`src/gcn_pkg.sv`:
```
// ----------------------------------------------------------------------------
// gcn_pkg: shared types and constants of the grid coverage navigator
// Holds the heading and action codes, the controller states, the command
// and status groups between controller and datapath, and the register map.
// ----------------------------------------------------------------------------
`default_nettype none

package gcn_pkg;

	// Heading codes: north is y-1, east x+1, south y+1, west x-1.
	typedef enum logic [1:0] {
		DIR_NORTH = 2'd0,
		DIR_EAST  = 2'd1,
		DIR_SOUTH = 2'd2,
		DIR_WEST  = 2'd3
	} dir_t;

	// Action codes of a result item.
	typedef enum logic [1:0] {
		ACT_STOP    = 2'd0,
		ACT_BACKUP  = 2'd1,
		ACT_FORWARD = 2'd2
	} action_t;

	// Controller states.
	typedef enum logic [2:0] {
		ST_CLEAR,
		ST_IDLE,
		ST_MARK,
		ST_SCAN,
		ST_MOVE,
		ST_HALT
	} state_t;

	// Commands from the controller to the datapath.
	typedef struct packed {
		logic clear;     // clear one map cell, advance the sweep counter
		logic capture;   // latch the reading of an accepted item
		logic mark;      // mark the current cell and restart the scan
		logic scan;      // issue one map read and check the previous one
		logic set_goal;  // take the cell just found as the new target
		logic step;      // do the move or avoid step and load the result
		logic halt;      // enter the halted state and load a stop result
	} cmd_t;

	// Status from the datapath to the controller.
	typedef struct packed {
		logic clear_last;
		logic halted;
		logic goal_valid;
		logic scan_found;
		logic scan_exhausted;
	} status_t;

	// Register map of the configuration port. Registers are 32-bit words,
	// so the word index sits above the two byte-offset bits.
	localparam int unsigned PADDR_W = 3;
	localparam int unsigned PDATA_W = 32;
	localparam logic [PADDR_W-1:0] ADDR_THRESHOLD = 3'd0;
	localparam logic [PADDR_W-3:0] IDX_THRESHOLD  = 1'd0;
	localparam logic [7:0] THRESHOLD_RESET = 8'd20;

endpackage

`default_nettype wire

```
`src/gcn_ram.sv`:
```
// ----------------------------------------------------------------------------
// gcn_ram: generic memory with one write port and one registered read port
// ----------------------------------------------------------------------------
`default_nettype none

module gcn_ram #(
	parameter int unsigned WIDTH = 1,
	parameter int unsigned DEPTH = 256
) (
	input  wire logic                     clk,
	input  wire logic                     we,
	input  wire logic [$clog2(DEPTH)-1:0] waddr,
	input  wire logic [WIDTH-1:0]         wdata,
	input  wire logic [$clog2(DEPTH)-1:0] raddr,
	output logic      [WIDTH-1:0]         rdata
);

	logic [WIDTH-1:0] mem_q [DEPTH];

	// Write, and read with the data registered.
	always_ff @(posedge clk) begin
		if (we) begin
			mem_q[waddr] <= wdata;
		end
		rdata <= mem_q[raddr];
	end

endmodule

`default_nettype wire

```
`src/gcn_datapath.sv`:
```
// ----------------------------------------------------------------------------
// gcn_datapath: position, target, visited map and result register
// Executes the controller's commands: the map clearing sweep, the marking
// of the current cell, the column-major scan for an unvisited cell and the
// move or avoid step with clamping at the grid edges.
// ----------------------------------------------------------------------------
`default_nettype none

module gcn_datapath #(
	parameter int unsigned GRID_W    = 16,
	parameter int unsigned GRID_H    = 16,
	parameter int unsigned MAX_RANGE = 200
) (
	input  wire logic           clk,
	input  wire logic           arst_n,
	input  wire gcn_pkg::cmd_t  cmd,
	output gcn_pkg::status_t    status,
	input  wire logic [7:0]     distance_cm,
	input  wire logic [7:0]     threshold,
	output logic      [1:0]     action,
	output logic      [1:0]     right_turns,
	output logic      [3:0]     pos_x,
	output logic      [3:0]     pos_y,
	output logic      [1:0]     heading,
	output logic                done_res
);

	localparam int unsigned NCELLS = GRID_W * GRID_H;
	localparam int unsigned AW     = $clog2(NCELLS);
	localparam int unsigned XW     = $clog2(GRID_W);
	localparam int unsigned YW     = $clog2(GRID_H);
	localparam logic [AW-1:0] LAST_CELL = AW'(NCELLS - 1);
	localparam logic [XW-1:0] X_MAX     = XW'(GRID_W - 1);
	localparam logic [YW-1:0] Y_MAX     = YW'(GRID_H - 1);

	// Architectural state.
	logic [XW-1:0]     cur_x_q, goal_x_q, nxt_x;
	logic [YW-1:0]     cur_y_q, goal_y_q, nxt_y;
	gcn_pkg::dir_t     heading_q, target;
	logic              goal_valid_q, halted_q;
	logic [7:0]        dist_q;

	// Sweep and scan counters, and the check stage behind the map read.
	logic [AW-1:0]     idx_q;
	logic [XW-1:0]     sx_q, chk_x_q;
	logic [YW-1:0]     sy_q, chk_y_q;
	logic              iss_done_q, chk_valid_q, chk_last_q;

	logic              map_we, map_wdata;
	logic [AW-1:0]     map_waddr, mark_addr;
	logic [0:0]        map_rdata;
	logic              obstacle, reached;
	logic [1:0]        turns;

	// Visited map: written by the sweep and by marking, read by the scan.
	assign mark_addr = AW'(32'(cur_x_q) * GRID_H + 32'(cur_y_q));
	assign map_we    = cmd.clear | cmd.mark;
	assign map_wdata = cmd.mark;
	assign map_waddr = cmd.mark ? mark_addr : idx_q;

	gcn_ram #(
		.WIDTH(1),
		.DEPTH(NCELLS)
	) u_map (
		.clk   (clk),
		.we    (map_we),
		.waddr (map_waddr),
		.wdata (map_wdata),
		.raddr (idx_q),
		.rdata (map_rdata)
	);

	// Sweep counter, scan issue and the check stage that pairs with the read.
	always_ff @(posedge clk or negedge arst_n) begin
		if (!arst_n) begin
			idx_q       <= '0;
			sx_q        <= '0;
			sy_q        <= '0;
			iss_done_q  <= 1'b0;
			chk_valid_q <= 1'b0;
			chk_last_q  <= 1'b0;
			chk_x_q     <= '0;
			chk_y_q     <= '0;
		end else if (cmd.clear) begin
			idx_q <= (idx_q == LAST_CELL) ? '0 : idx_q + AW'(1);
		end else if (cmd.mark) begin
			idx_q       <= '0;
			sx_q        <= '0;
			sy_q        <= '0;
			iss_done_q  <= 1'b0;
			chk_valid_q <= 1'b0;
		end else if (cmd.scan) begin
			chk_valid_q <= ~iss_done_q;
			if (!iss_done_q) begin
				chk_x_q    <= sx_q;
				chk_y_q    <= sy_q;
				chk_last_q <= (idx_q == LAST_CELL);
				if (idx_q == LAST_CELL) begin
					iss_done_q <= 1'b1;
				end else begin
					idx_q <= idx_q + AW'(1);
				end
				if (sy_q == Y_MAX) begin
					sy_q <= '0;
					sx_q <= sx_q + XW'(1);
				end else begin
					sy_q <= sy_q + YW'(1);
				end
			end
		end
	end

	// Obstacle test; readings beyond the sensor range count as no echo.
	assign obstacle = (32'(dist_q) <= 32'(MAX_RANGE)) && (dist_q != 8'd0) &&
	                  (dist_q < threshold);

	// Heading toward the target and the clamped cell one step ahead.
	always_comb begin
		if (cur_x_q < goal_x_q) begin
			target = gcn_pkg::DIR_EAST;
		end else if (cur_x_q > goal_x_q) begin
			target = gcn_pkg::DIR_WEST;
		end else if (cur_y_q < goal_y_q) begin
			target = gcn_pkg::DIR_SOUTH;
		end else begin
			target = gcn_pkg::DIR_NORTH;
		end
		nxt_x = cur_x_q;
		nxt_y = cur_y_q;
		case (target)
			gcn_pkg::DIR_NORTH: begin
				if (cur_y_q != '0) nxt_y = cur_y_q - YW'(1);
			end
			gcn_pkg::DIR_EAST: begin
				if (cur_x_q != X_MAX) nxt_x = cur_x_q + XW'(1);
			end
			gcn_pkg::DIR_SOUTH: begin
				if (cur_y_q != Y_MAX) nxt_y = cur_y_q + YW'(1);
			end
			default: begin
				if (cur_x_q != '0) nxt_x = cur_x_q - XW'(1);
			end
		endcase
		turns   = 2'(target - heading_q);
		reached = (nxt_x == goal_x_q) && (nxt_y == goal_y_q);
	end

	// Position, heading, target and halt flag.
	always_ff @(posedge clk or negedge arst_n) begin
		if (!arst_n) begin
			cur_x_q      <= '0;
			cur_y_q      <= '0;
			heading_q    <= gcn_pkg::DIR_NORTH;
			goal_x_q     <= '0;
			goal_y_q     <= '0;
			goal_valid_q <= 1'b0;
			halted_q     <= 1'b0;
		end else begin
			if (cmd.set_goal) begin
				goal_x_q     <= chk_x_q;
				goal_y_q     <= chk_y_q;
				goal_valid_q <= 1'b1;
			end
			if (cmd.step) begin
				if (obstacle) begin
					heading_q <= gcn_pkg::dir_t'(2'(heading_q + 2'd1));
				end else begin
					heading_q <= target;
					cur_x_q   <= nxt_x;
					cur_y_q   <= nxt_y;
					if (reached) goal_valid_q <= 1'b0;
				end
			end
			if (cmd.halt) begin
				halted_q <= 1'b1;
			end
		end
	end

	// Reading of the item in hand.
	always_ff @(posedge clk) begin
		if (cmd.capture) begin
			dist_q <= distance_cm;
		end
	end

	// Result register.
	always_ff @(posedge clk) begin
		if (cmd.step) begin
			done_res <= 1'b0;
			if (obstacle) begin
				action      <= gcn_pkg::ACT_BACKUP;
				right_turns <= 2'd1;
				pos_x       <= 4'(cur_x_q);
				pos_y       <= 4'(cur_y_q);
				heading     <= 2'(heading_q + 2'd1);
			end else begin
				action      <= gcn_pkg::ACT_FORWARD;
				right_turns <= turns;
				pos_x       <= 4'(nxt_x);
				pos_y       <= 4'(nxt_y);
				heading     <= target;
			end
		end else if (cmd.halt) begin
			action      <= gcn_pkg::ACT_STOP;
			right_turns <= 2'd0;
			pos_x       <= 4'(cur_x_q);
			pos_y       <= 4'(cur_y_q);
			heading     <= heading_q;
			done_res    <= 1'b1;
		end
	end

	// Status to the controller.
	always_comb begin
		status.clear_last     = (idx_q == LAST_CELL);
		status.halted         = halted_q;
		status.goal_valid     = goal_valid_q;
		status.scan_found     = chk_valid_q & ~map_rdata[0];
		status.scan_exhausted = chk_valid_q & map_rdata[0] & chk_last_q;
	end

endmodule

`default_nettype wire

```
`src/gcn_controller.sv`:
```
// ----------------------------------------------------------------------------
// gcn_controller: sequencer of the grid coverage navigator
// Runs the map clearing sweep after reset, takes one item at a time,
// orders marking, scan, step and halt, and owns the valid flag of the result.
// ----------------------------------------------------------------------------
`default_nettype none

module gcn_controller (
	input  wire logic             clk,
	input  wire logic             arst_n,
	input  wire logic             in_valid,
	output logic                  in_stall,
	output logic                  out_valid,
	input  wire logic             out_stall,
	input  wire gcn_pkg::status_t status,
	output gcn_pkg::cmd_t         cmd
);

	gcn_pkg::state_t state_q, state_nxt;
	logic            out_free, load_out;

	// The result register may be loaded when empty or being taken.
	assign out_free = ~out_valid | ~out_stall;
	assign load_out = cmd.step | cmd.halt;

	// State register.
	always_ff @(posedge clk or negedge arst_n) begin
		if (!arst_n) begin
			state_q <= gcn_pkg::ST_CLEAR;
		end else begin
			state_q <= state_nxt;
		end
	end

	// Result valid flag.
	always_ff @(posedge clk or negedge arst_n) begin
		if (!arst_n) begin
			out_valid <= 1'b0;
		end else if (load_out) begin
			out_valid <= 1'b1;
		end else if (!out_stall) begin
			out_valid <= 1'b0;
		end
	end

	// Next state and commands.
	always_comb begin
		state_nxt = state_q;
		cmd       = '0;
		in_stall  = 1'b1;
		case (state_q)
			gcn_pkg::ST_CLEAR: begin
				cmd.clear = 1'b1;
				if (status.clear_last) state_nxt = gcn_pkg::ST_IDLE;
			end
			gcn_pkg::ST_IDLE: begin
				in_stall = 1'b0;
				if (in_valid) begin
					cmd.capture = 1'b1;
					if (status.halted) begin
						state_nxt = gcn_pkg::ST_HALT;
					end else if (status.goal_valid) begin
						state_nxt = gcn_pkg::ST_MOVE;
					end else begin
						state_nxt = gcn_pkg::ST_MARK;
					end
				end
			end
			gcn_pkg::ST_MARK: begin
				cmd.mark  = 1'b1;
				state_nxt = gcn_pkg::ST_SCAN;
			end
			gcn_pkg::ST_SCAN: begin
				cmd.scan = 1'b1;
				if (status.scan_found) begin
					cmd.set_goal = 1'b1;
					state_nxt    = gcn_pkg::ST_MOVE;
				end else if (status.scan_exhausted) begin
					state_nxt = gcn_pkg::ST_HALT;
				end
			end
			gcn_pkg::ST_MOVE: begin
				if (out_free) begin
					cmd.step  = 1'b1;
					state_nxt = gcn_pkg::ST_IDLE;
				end
			end
			gcn_pkg::ST_HALT: begin
				if (out_free) begin
					cmd.halt  = 1'b1;
					state_nxt = gcn_pkg::ST_IDLE;
				end
			end
			default: begin
				state_nxt = gcn_pkg::ST_IDLE;
			end
		endcase
	end

	// A new result only ever comes from a step or a halt.
	a_result_source: assert property (@(posedge clk) disable iff (!arst_n)
		$rose(out_valid) |-> ($past(state_q) == gcn_pkg::ST_MOVE ||
		                      $past(state_q) == gcn_pkg::ST_HALT))
		else $error("result appeared outside a step or halt");

	// Once halted, an accepted item goes straight to a stop result.
	a_halt_path: assert property (@(posedge clk) disable iff (!arst_n)
		(state_q == gcn_pkg::ST_IDLE && in_valid && status.halted)
		|=> state_q == gcn_pkg::ST_HALT)
		else $error("halted block did not answer with stop");

	// Marking happens only without a target and before halting.
	a_mark_needs_no_goal: assert property (@(posedge clk) disable iff (!arst_n)
		state_q == gcn_pkg::ST_MARK |-> (!status.goal_valid && !status.halted))
		else $error("cell marked while a target was held");

	// A result is never overwritten while it waits to be taken.
	a_no_overwrite: assert property (@(posedge clk) disable iff (!arst_n)
		(out_valid && out_stall) |-> !load_out)
		else $error("waiting result overwritten");

endmodule

`default_nettype wire

```
`src/grid_coverage_navigator.sv`:
```
// ----------------------------------------------------------------------------
// grid_coverage_navigator: coverage navigation over a grid of cells
// Takes one range reading per item and answers with one move command,
// keeping a visited map, the position, the heading and the target cell.
//
//   Channel   Signals                                   Direction
//   config    psel penable pwrite paddr pwdata prdata   APB-style, in/out
//   input     in_valid in_stall distance_cm             item in
//   output    out_valid out_stall action right_turns    item out
//             pos_x pos_y heading done_res
//
// After reset a clearing pass over all GRID_W*GRID_H cells empties the visited
// map; no item is accepted during it.
// An item with a target in hand goes straight to the move step; one that needs a
// new target first marks its cell and scans the visited map through its single
// read port, one cell per cycle.
// Items are handled one at a time; the next is accepted while a result
// waits in the output register, and a stalled result holds the next one.
// ----------------------------------------------------------------------------
`default_nettype none

module grid_coverage_navigator #(
	parameter int unsigned GRID_W    = 16,
	parameter int unsigned GRID_H    = 16,
	parameter int unsigned MAX_RANGE = 200
) (
	input  wire logic                          clk,
	input  wire logic                          arst_n,
	input  wire logic                          psel,
	input  wire logic                          penable,
	input  wire logic                          pwrite,
	input  wire logic [gcn_pkg::PADDR_W-1:0]   paddr,
	input  wire logic [gcn_pkg::PDATA_W-1:0]   pwdata,
	output logic      [gcn_pkg::PDATA_W-1:0]   prdata,
	output logic                               pready,
	input  wire logic                          in_valid,
	output logic                               in_stall,
	input  wire logic [7:0]                    distance_cm,
	output logic                               out_valid,
	input  wire logic                          out_stall,
	output logic      [1:0]                    action,
	output logic      [1:0]                    right_turns,
	output logic      [3:0]                    pos_x,
	output logic      [3:0]                    pos_y,
	output logic      [1:0]                    heading,
	output logic                               done_res
);

	logic [7:0]        threshold_q;
	gcn_pkg::cmd_t     cmd;
	gcn_pkg::status_t  status;

	// Obstacle threshold register.
	assign pready = 1'b1;

	always_ff @(posedge clk or negedge arst_n) begin
		if (!arst_n) begin
			threshold_q <= gcn_pkg::THRESHOLD_RESET;
		end else if (psel && penable && pwrite &&
		             paddr[gcn_pkg::PADDR_W-1:2] == gcn_pkg::IDX_THRESHOLD) begin
			threshold_q <= pwdata[7:0];
		end
	end

	// Read back.
	always_comb begin
		prdata = '0;
		if (paddr[gcn_pkg::PADDR_W-1:2] == gcn_pkg::IDX_THRESHOLD) begin
			prdata = gcn_pkg::PDATA_W'(threshold_q);
		end
	end

	gcn_controller u_ctrl (
		.clk       (clk),
		.arst_n    (arst_n),
		.in_valid  (in_valid),
		.in_stall  (in_stall),
		.out_valid (out_valid),
		.out_stall (out_stall),
		.status    (status),
		.cmd       (cmd)
	);

	gcn_datapath #(
		.GRID_W    (GRID_W),
		.GRID_H    (GRID_H),
		.MAX_RANGE (MAX_RANGE)
	) u_dp (
		.clk         (clk),
		.arst_n      (arst_n),
		.cmd         (cmd),
		.status      (status),
		.distance_cm (distance_cm),
		.threshold   (threshold_q),
		.action      (action),
		.right_turns (right_turns),
		.pos_x       (pos_x),
		.pos_y       (pos_y),
		.heading     (heading),
		.done_res    (done_res)
	);

endmodule

`default_nettype wire
```
`config.mk`:
```
export PLATFORM = sky130hd
export DESIGN_NAME = grid_coverage_navigator
export DESIGN_NICKNAME = d
export VERILOG_FILES = /design/src/gcn_pkg.sv /design/src/gcn_ram.sv /design/src/gcn_datapath.sv /design/src/gcn_controller.sv /design/src/grid_coverage_navigator.sv
export SDC_FILE = /design/constraint.sdc
export NUM_CORES = 1
export LEC_CHECK = 0
export BUFFER_PORTS_ARGS = -buffer_cell sky130_fd_sc_hd__buf_2
export CORE_ASPECT_RATIO = 0.5
export CORE_MARGIN = 2
export CORE_UTILIZATION = 56
export CTS_CLUSTER_DIAMETER = 120
export CTS_CLUSTER_SIZE = 25
export DETAILED_ROUTE_END_ITERATION = 8
export GPL_ROUTABILITY_DRIVEN = 0
export GPL_TIMING_DRIVEN = 1
export PLACE_DENSITY = 0.74
export REMOVE_ABC_BUFFERS = 1
export SYNTH_ARGS = -nofsm -noshare
export SYNTH_HDL_FRONTEND = slang
export SYNTH_SLANG_ARGS = --single-unit
```
`constraint.sdc`:
```
create_clock -name clk -period 13.7 [get_ports clk]
set_input_delay 2.055 -clock clk [delete_from_list [all_inputs] [get_ports clk]]
set_output_delay 2.055 -clock clk [all_outputs]
set_load 0.02 [all_outputs]
```
After elaboration in Yosys (flattened, before gate mapping) --
Memories as Yosys holds them, arrays and structs flattened. A register that Yosys moved wholly into a read port is not among the register bits. Index checks and enable logic that the tools add are counted.
Word-level totals: memories kept 1, bits of input ports 50, memory bits (writable) 256, logic and storage cells 169, register bits after elaboration 82
Operators by class: bitwise logic cells 13, add/subtract/negate cells 10, mux-type cells 71, reductions and logical operators 23, magnitude comparators 5, equality and inequality tests 21
Memory list:
- u_dp.u_map.mem_q | depth 256, bits a word 1, read ports 1, clocked after memory_dff 1, write ports 1, line gcn_ram.sv:18 | logic [WIDTH-1:0] mem_q [DEPTH];
Operators with widths (count):
- two-way mux 4 bit | 18
- two-way mux 8 bit | 8
- two-way mux 2 bit | 12
- two-way mux 1 bit | 23
- two-way mux 3 bit | 7
- adder 4 x 1 -> 4 bit (second input constant) | 4
- one-hot mux 4 bit (2 select lines) | 2
- one-hot mux 3 bit (5 select lines) | 1
- AND reduction 4 bit | 3
- adder 8 x 1 -> 8 bit (second input constant) | 1
- adder 8 x 4 -> 8 bit | 1
- == test 4 bit | 2
- == test 8 bit (second input constant) | 1
- <= comparator 8 bit (second input constant) | 1
- less-than comparator 4 bit | 2
- less-than comparator 8 bit | 1
- != test 4 bit (second input constant) | 2
- nonzero test 4 bit | 2
- nonzero test 8 bit | 1
- subtractor 4 x 1 -> 4 bit (second input constant) | 2
- inverter 1 bit | 7
- == test 3 x 2 -> 1 bit (second input constant) | 2
- == test 3 bit (second input constant) | 2
- logical AND 1 bit | 6
- other kinds (21) | 32

Longest topological paths before layout --
word-level depth 12, gate-level depth with buffers 13

Cells and area by module --
Synthesis repeated with hierarchy kept, for this count alone.
Second synthesis, totals: cells, all modules 1259, area, all modules 15899.0 µm²
Modules (own cells, without submodules):
- gcn_ram | cells each 788, seq. area each 7707.4 µm², times used 1, area each 11128.2 µm²
- gcn_datapath | cells each 388, seq. area each 1856.8 µm², times used 1, area each 3921.3 µm²
- grid_coverage_navigator | cells each 52, seq. area each 202.7 µm², times used 1, area each 581.8 µm²
- gcn_controller | cells each 31, seq. area each 100.1 µm², times used 1, area each 267.8 µm²

Worst setup path after synthesis --
No wires, ideal clock.
path kind reg-to-reg, start register u_ctrl.state_q[0], end memory u_dp.u_map.mem_q[0] (data pin), period minus slack after synthesis 6.256 ns, arrival 5.211 ns, cell stages (with the launch flop) 6, buffers on the path 3, setup time 1.045 ns, path slack 7.444 ns, path through dfrtp_1 > nor2_1 > and2_1 > clkbuf_1 > clkbuf_1 > buf_1
RTL lines:
- start: declaration | line gcn_controller.sv:19 | gcn_pkg::state_t state_q, state_nxt;
- start signal: assignment | line gcn_controller.sv:29 | state_q <= gcn_pkg::ST_CLEAR;
- start signal: assignment | line gcn_controller.sv:31 | state_q <= state_nxt;
- end: declaration | line gcn_ram.sv:18

Worst setup path in the final report --
start register u_ctrl.state_q[0], end memory u_dp.u_map.mem_q[20], enable pin
On the way: longest elaborated chain between the ends 5
RTL lines:
- == test 3 x 2 -> 1 bit or zero test 3 bit (tied branches) | line gcn_controller.sv:51 | case (state_q)
- two-way mux 1 bit | line gcn_controller.sv:51
- bitwise OR 1 bit | line gcn_datapath.sv:57 | assign map_we = cmd.clear | cmd.mark;
- two-way mux 1 bit | line gcn_ram.sv:22 | if (we) begin
- two-way mux 1 bit (not written as such) | line gcn_ram.sv:23 | mem_q[waddr] <= wdata;
Parallel ways exist; a longest one is shown, timed or not.

==> metrics.yaml <==
layout:
  nets: 1281
  fin_area_um2: 16540
  layout-drive-gt1-share_pct: 14.92
  diodes: 0
  area_growth_syn_to_layout_pct: 5.430
synthesis:
  synth_top_cells_by_count: "nor2_1, edfxtp_1, nand2_1"
  synth_warnings: 0
  synth_cells: 1215
  avgSynthCellArea_um2: 12.91
  yosysMostFrequentCell: "nor2_1"
  synth_edf_count: 278
  yosysTopAreaCell: "edfxtp_1"
  ys_seq_area_share_pct: 62.88
  async_flop_share_pct: 17.40
  synth_top_area_share_pct: 53.20
  synth_area_um2: 15690
  synth_ff_type: "edfxtp_1"
  ys_ff_latch: 339
  synth.area.top_cells: "edfxtp_1, mux4_2, dfrtp_1"
  ys_types: 65
route:
  post_drt_wl_per_cell_um: 20.96
  initialDrtViolationCount: 1123
  drtAntennaViolNets: 0
  drcViolationCount: 0
  first_pass_iters: 6
  vias: 9635
  via_per_inst: 6.014
  routed_wl_um: 33570
global_route:
  antenna_found_initial: 0
  grt_pass1_wl_um: 51360
  first_global_vias: 9281
  gr-usage-all-layers_pct: 23.01
  grt_max_degree: 116
  overflow: 0
clock_network:
  cts.root.buffer_cell: "clkbuf_16"
  postCtsHoldBufs: 0
  htreeDepth: 1
  clock-sinks: 339
  path_clk_slew_ps: 100
  cts_tree: "done"
  cts_resized: 0
  clock_latency_ps: 520
  post_cts_buffers: 0
  clock_path_buffers: 3
  cts_buffers: 17
worst_setup_path:
  ff2ff_path_depth: 8
  r2r_start: "u_ctrl.state_q[0]"
  cpPeakStageDelay_ps: 900
  critPathMaxFanout: 115
  worstReg2RegEnd: "u_dp.u_map.mem_q[20]"
  path_buf_inv: 2
  start_kind: "flip-flop"
  critPathSlowestCell: "buf_4"
  crit_required_ps: 13920
  r2r_slack_ps: 8690
  cp_cell_sequence: "nor2_1 -> and2_4 -> buf_4 -> buf_4 -> nand3_1 -> o21ai_0 -> nand2_1 -> nor2_1"
  worstSetupPathType: "reg -> reg"
  worstPathArrival_ps: 5230
  path_delay_family: "simple AND/OR/NAND/NOR gates"
  crit_path_end_kind: "flip-flop"
sta:
  drv_slew: 0
  setup_ws_ps: 8691
  finalHoldViolCount: 0
  skew_ps: 17.43
  rsz0062_at_grt: "no"
  timing.final.crit_share_pct: 36.56
  period_minus_slack_ps: 5009
  slew_headroom_pct: 27.70
  setup_tns_ps: 0
  finalSetupViolations: 0
  fmax_mhz: 199.7
  worst_pin_slew_ps: 1082
place:
  place_area_um2: 16050
  hpwl_um: 19860
  dp_worst_setup_slack_ps: 8809
  port_buffers: 48
worst_hold_path:
  hp-class: "reg -> reg"
  min_path_cells: 2
  min_from: "u_dp.done_res"
  min_to: "u_dp.done_res"
run:
  max_cap_violations: 0
die:
  start_util_pct: 56.85
  io_pins: 100
  die_area_um2: 29460
  chipHeight_um: 122.4
  rows: 43
  core_um2: 27600
  die_w_um: 240.7
outcome:
  status: "finished, final reports clean"
pwr:
  powerDensity_nw_per_um2: 103.1
  leakage_nw: 4.860
  irDropWorstVdd_v: 0.00007271
-- worst reg2reg max path: cells and delay by family, from the launching register on --
kind	cells	cell delay (ps)
compound gates	1	400
buf+inv	2	1760
flops	1	560
simple gates	5	2010
-- state kept, by name (all words and copies together), names as in the netlist, 3 cells and up --
name              count
u_dp.sy_q             4
u_dp.goal_y_q         4
u_dp.chk_y_q          4
u_dp.idx_q            8
u_ctrl.state_q        3
u_dp.cur_y_q          4
u_dp.sx_q             4
u_dp.u_map.mem_q    256
u_dp.pos_x            4
u_dp.dist_q           8
u_dp.chk_x_q          4
u_dp.goal_x_q         4
u_dp.pos_y            4
u_dp.cur_x_q          4
threshold_q           8
-- stage by stage --
step                      hold slack, ps  utilization (%)  instances  power [mW]
final                              456.3            59.94       1602       1.705
after global placement             437.2            58.16       1572       1.172
after CTS                          455.9            59.94       1602       1.712
after floorplan                    440.3                -       1134       1.158
after global routing               490.4            59.94       1602       1.752
after detailed placement           437.8            58.16       1572       1.174
-- metal layers --
| layer | vias to the layer above | GRT usage (%) | share of wire (%) |
|---|---|---|---|
| li1 | 4311 | - | - |
| met1 | 4824 | 30.69 | 40 |
| met2 | 443 | 40.27 | 49 |
| met3 | 57 | 3.644 | 8.4 |
| met4 | 0 | 5.594 | 2.2 |
| met5 | - | 0 | 0 |
-- worst max path at each step --
stage	start	endpoint	slack [ps]	depth (start not counted)
after floorplan	u_ctrl.state_q[0]	u_dp.u_map.mem_q[154]	7400	5
final	u_ctrl.state_q[0]	u_dp.u_map.mem_q[20]	8690	8
after CTS	u_ctrl.state_q[0]	u_dp.u_map.mem_q[83]	8810	8
after global routing	u_ctrl.state_q[0]	u_dp.u_map.mem_q[20]	8320	8
after global placement	u_ctrl.state_q[0]	u_dp.u_map.mem_q[88]	9110	8
after detailed placement	u_ctrl.state_q[0]	u_dp.u_map.mem_q[20]	8810	8
-- area by class of cell --
cell class / count / area [um^2]
Timing Repair Buffer: 56 / 300.3
Multi-Input combinational cell: 769 / 5304
Clock inverter: 2 / 25.02
Tap cell: 382 / 478.0
Fill cell: 2080 / 11060
Inverter: 26 / 97.59
Clock buffer: 28 / 466.7
Sequential cell: 339 / 9872
-- cell usage in the layout, fill, tap and decap left out, types with 9 or more instances in the layout --
cell type,Yosys,final
inv_1,25,25
mux2_2,13,13
clkbuf_16,0,17
a21oi_1,22,22
nor3_1,15,15
buf_2,13,48
nand2b_1,14,14
xor2_1,9,9
o21ai_0,36,36
conb_1,2,25
ha_1,22,22
xnor2_1,14,14
nand2_1,101,101
dfrtp_1,57,55
edfxtp_1,278,278
nor2_1,307,307
nand3_1,15,15
mux4_2,79,79
clkbuf_1,60,11
-- power breakdown --
group / total (mW) / leakage [nW] / internal [mW] / switching, mW
clock: 0.553 / 0.234 / 0.240 / 0.313
combinational: 0.0430 / 1.87 / 0.0145 / 0.0285
sequential: 1.11 / 2.75 / 1.11 / 0.00262
total: 1.70 / 4.86 / 1.36 / 0.344
-- logic make-up (layout without fill, tap and decap cells) --
kind of cell / count (synthesis) / after routing / synth area share [%]
AOI/OAI and AO/OA: 114 / 114 / 4.729
xor gates and xnor gates: 23 / 23 / 1.284
adders and majority gates: 22 / 22 / 1.754
buffers and inverters: 130 / 112 / 3.883
DFF: 339 / 339 / 62.88
muxes: 97 / 97 / 12.59
other: 2 / 25 / 0.04786
and+or+nand+nor: 488 / 488 / 12.83
(Power assumes the default switching activity.)
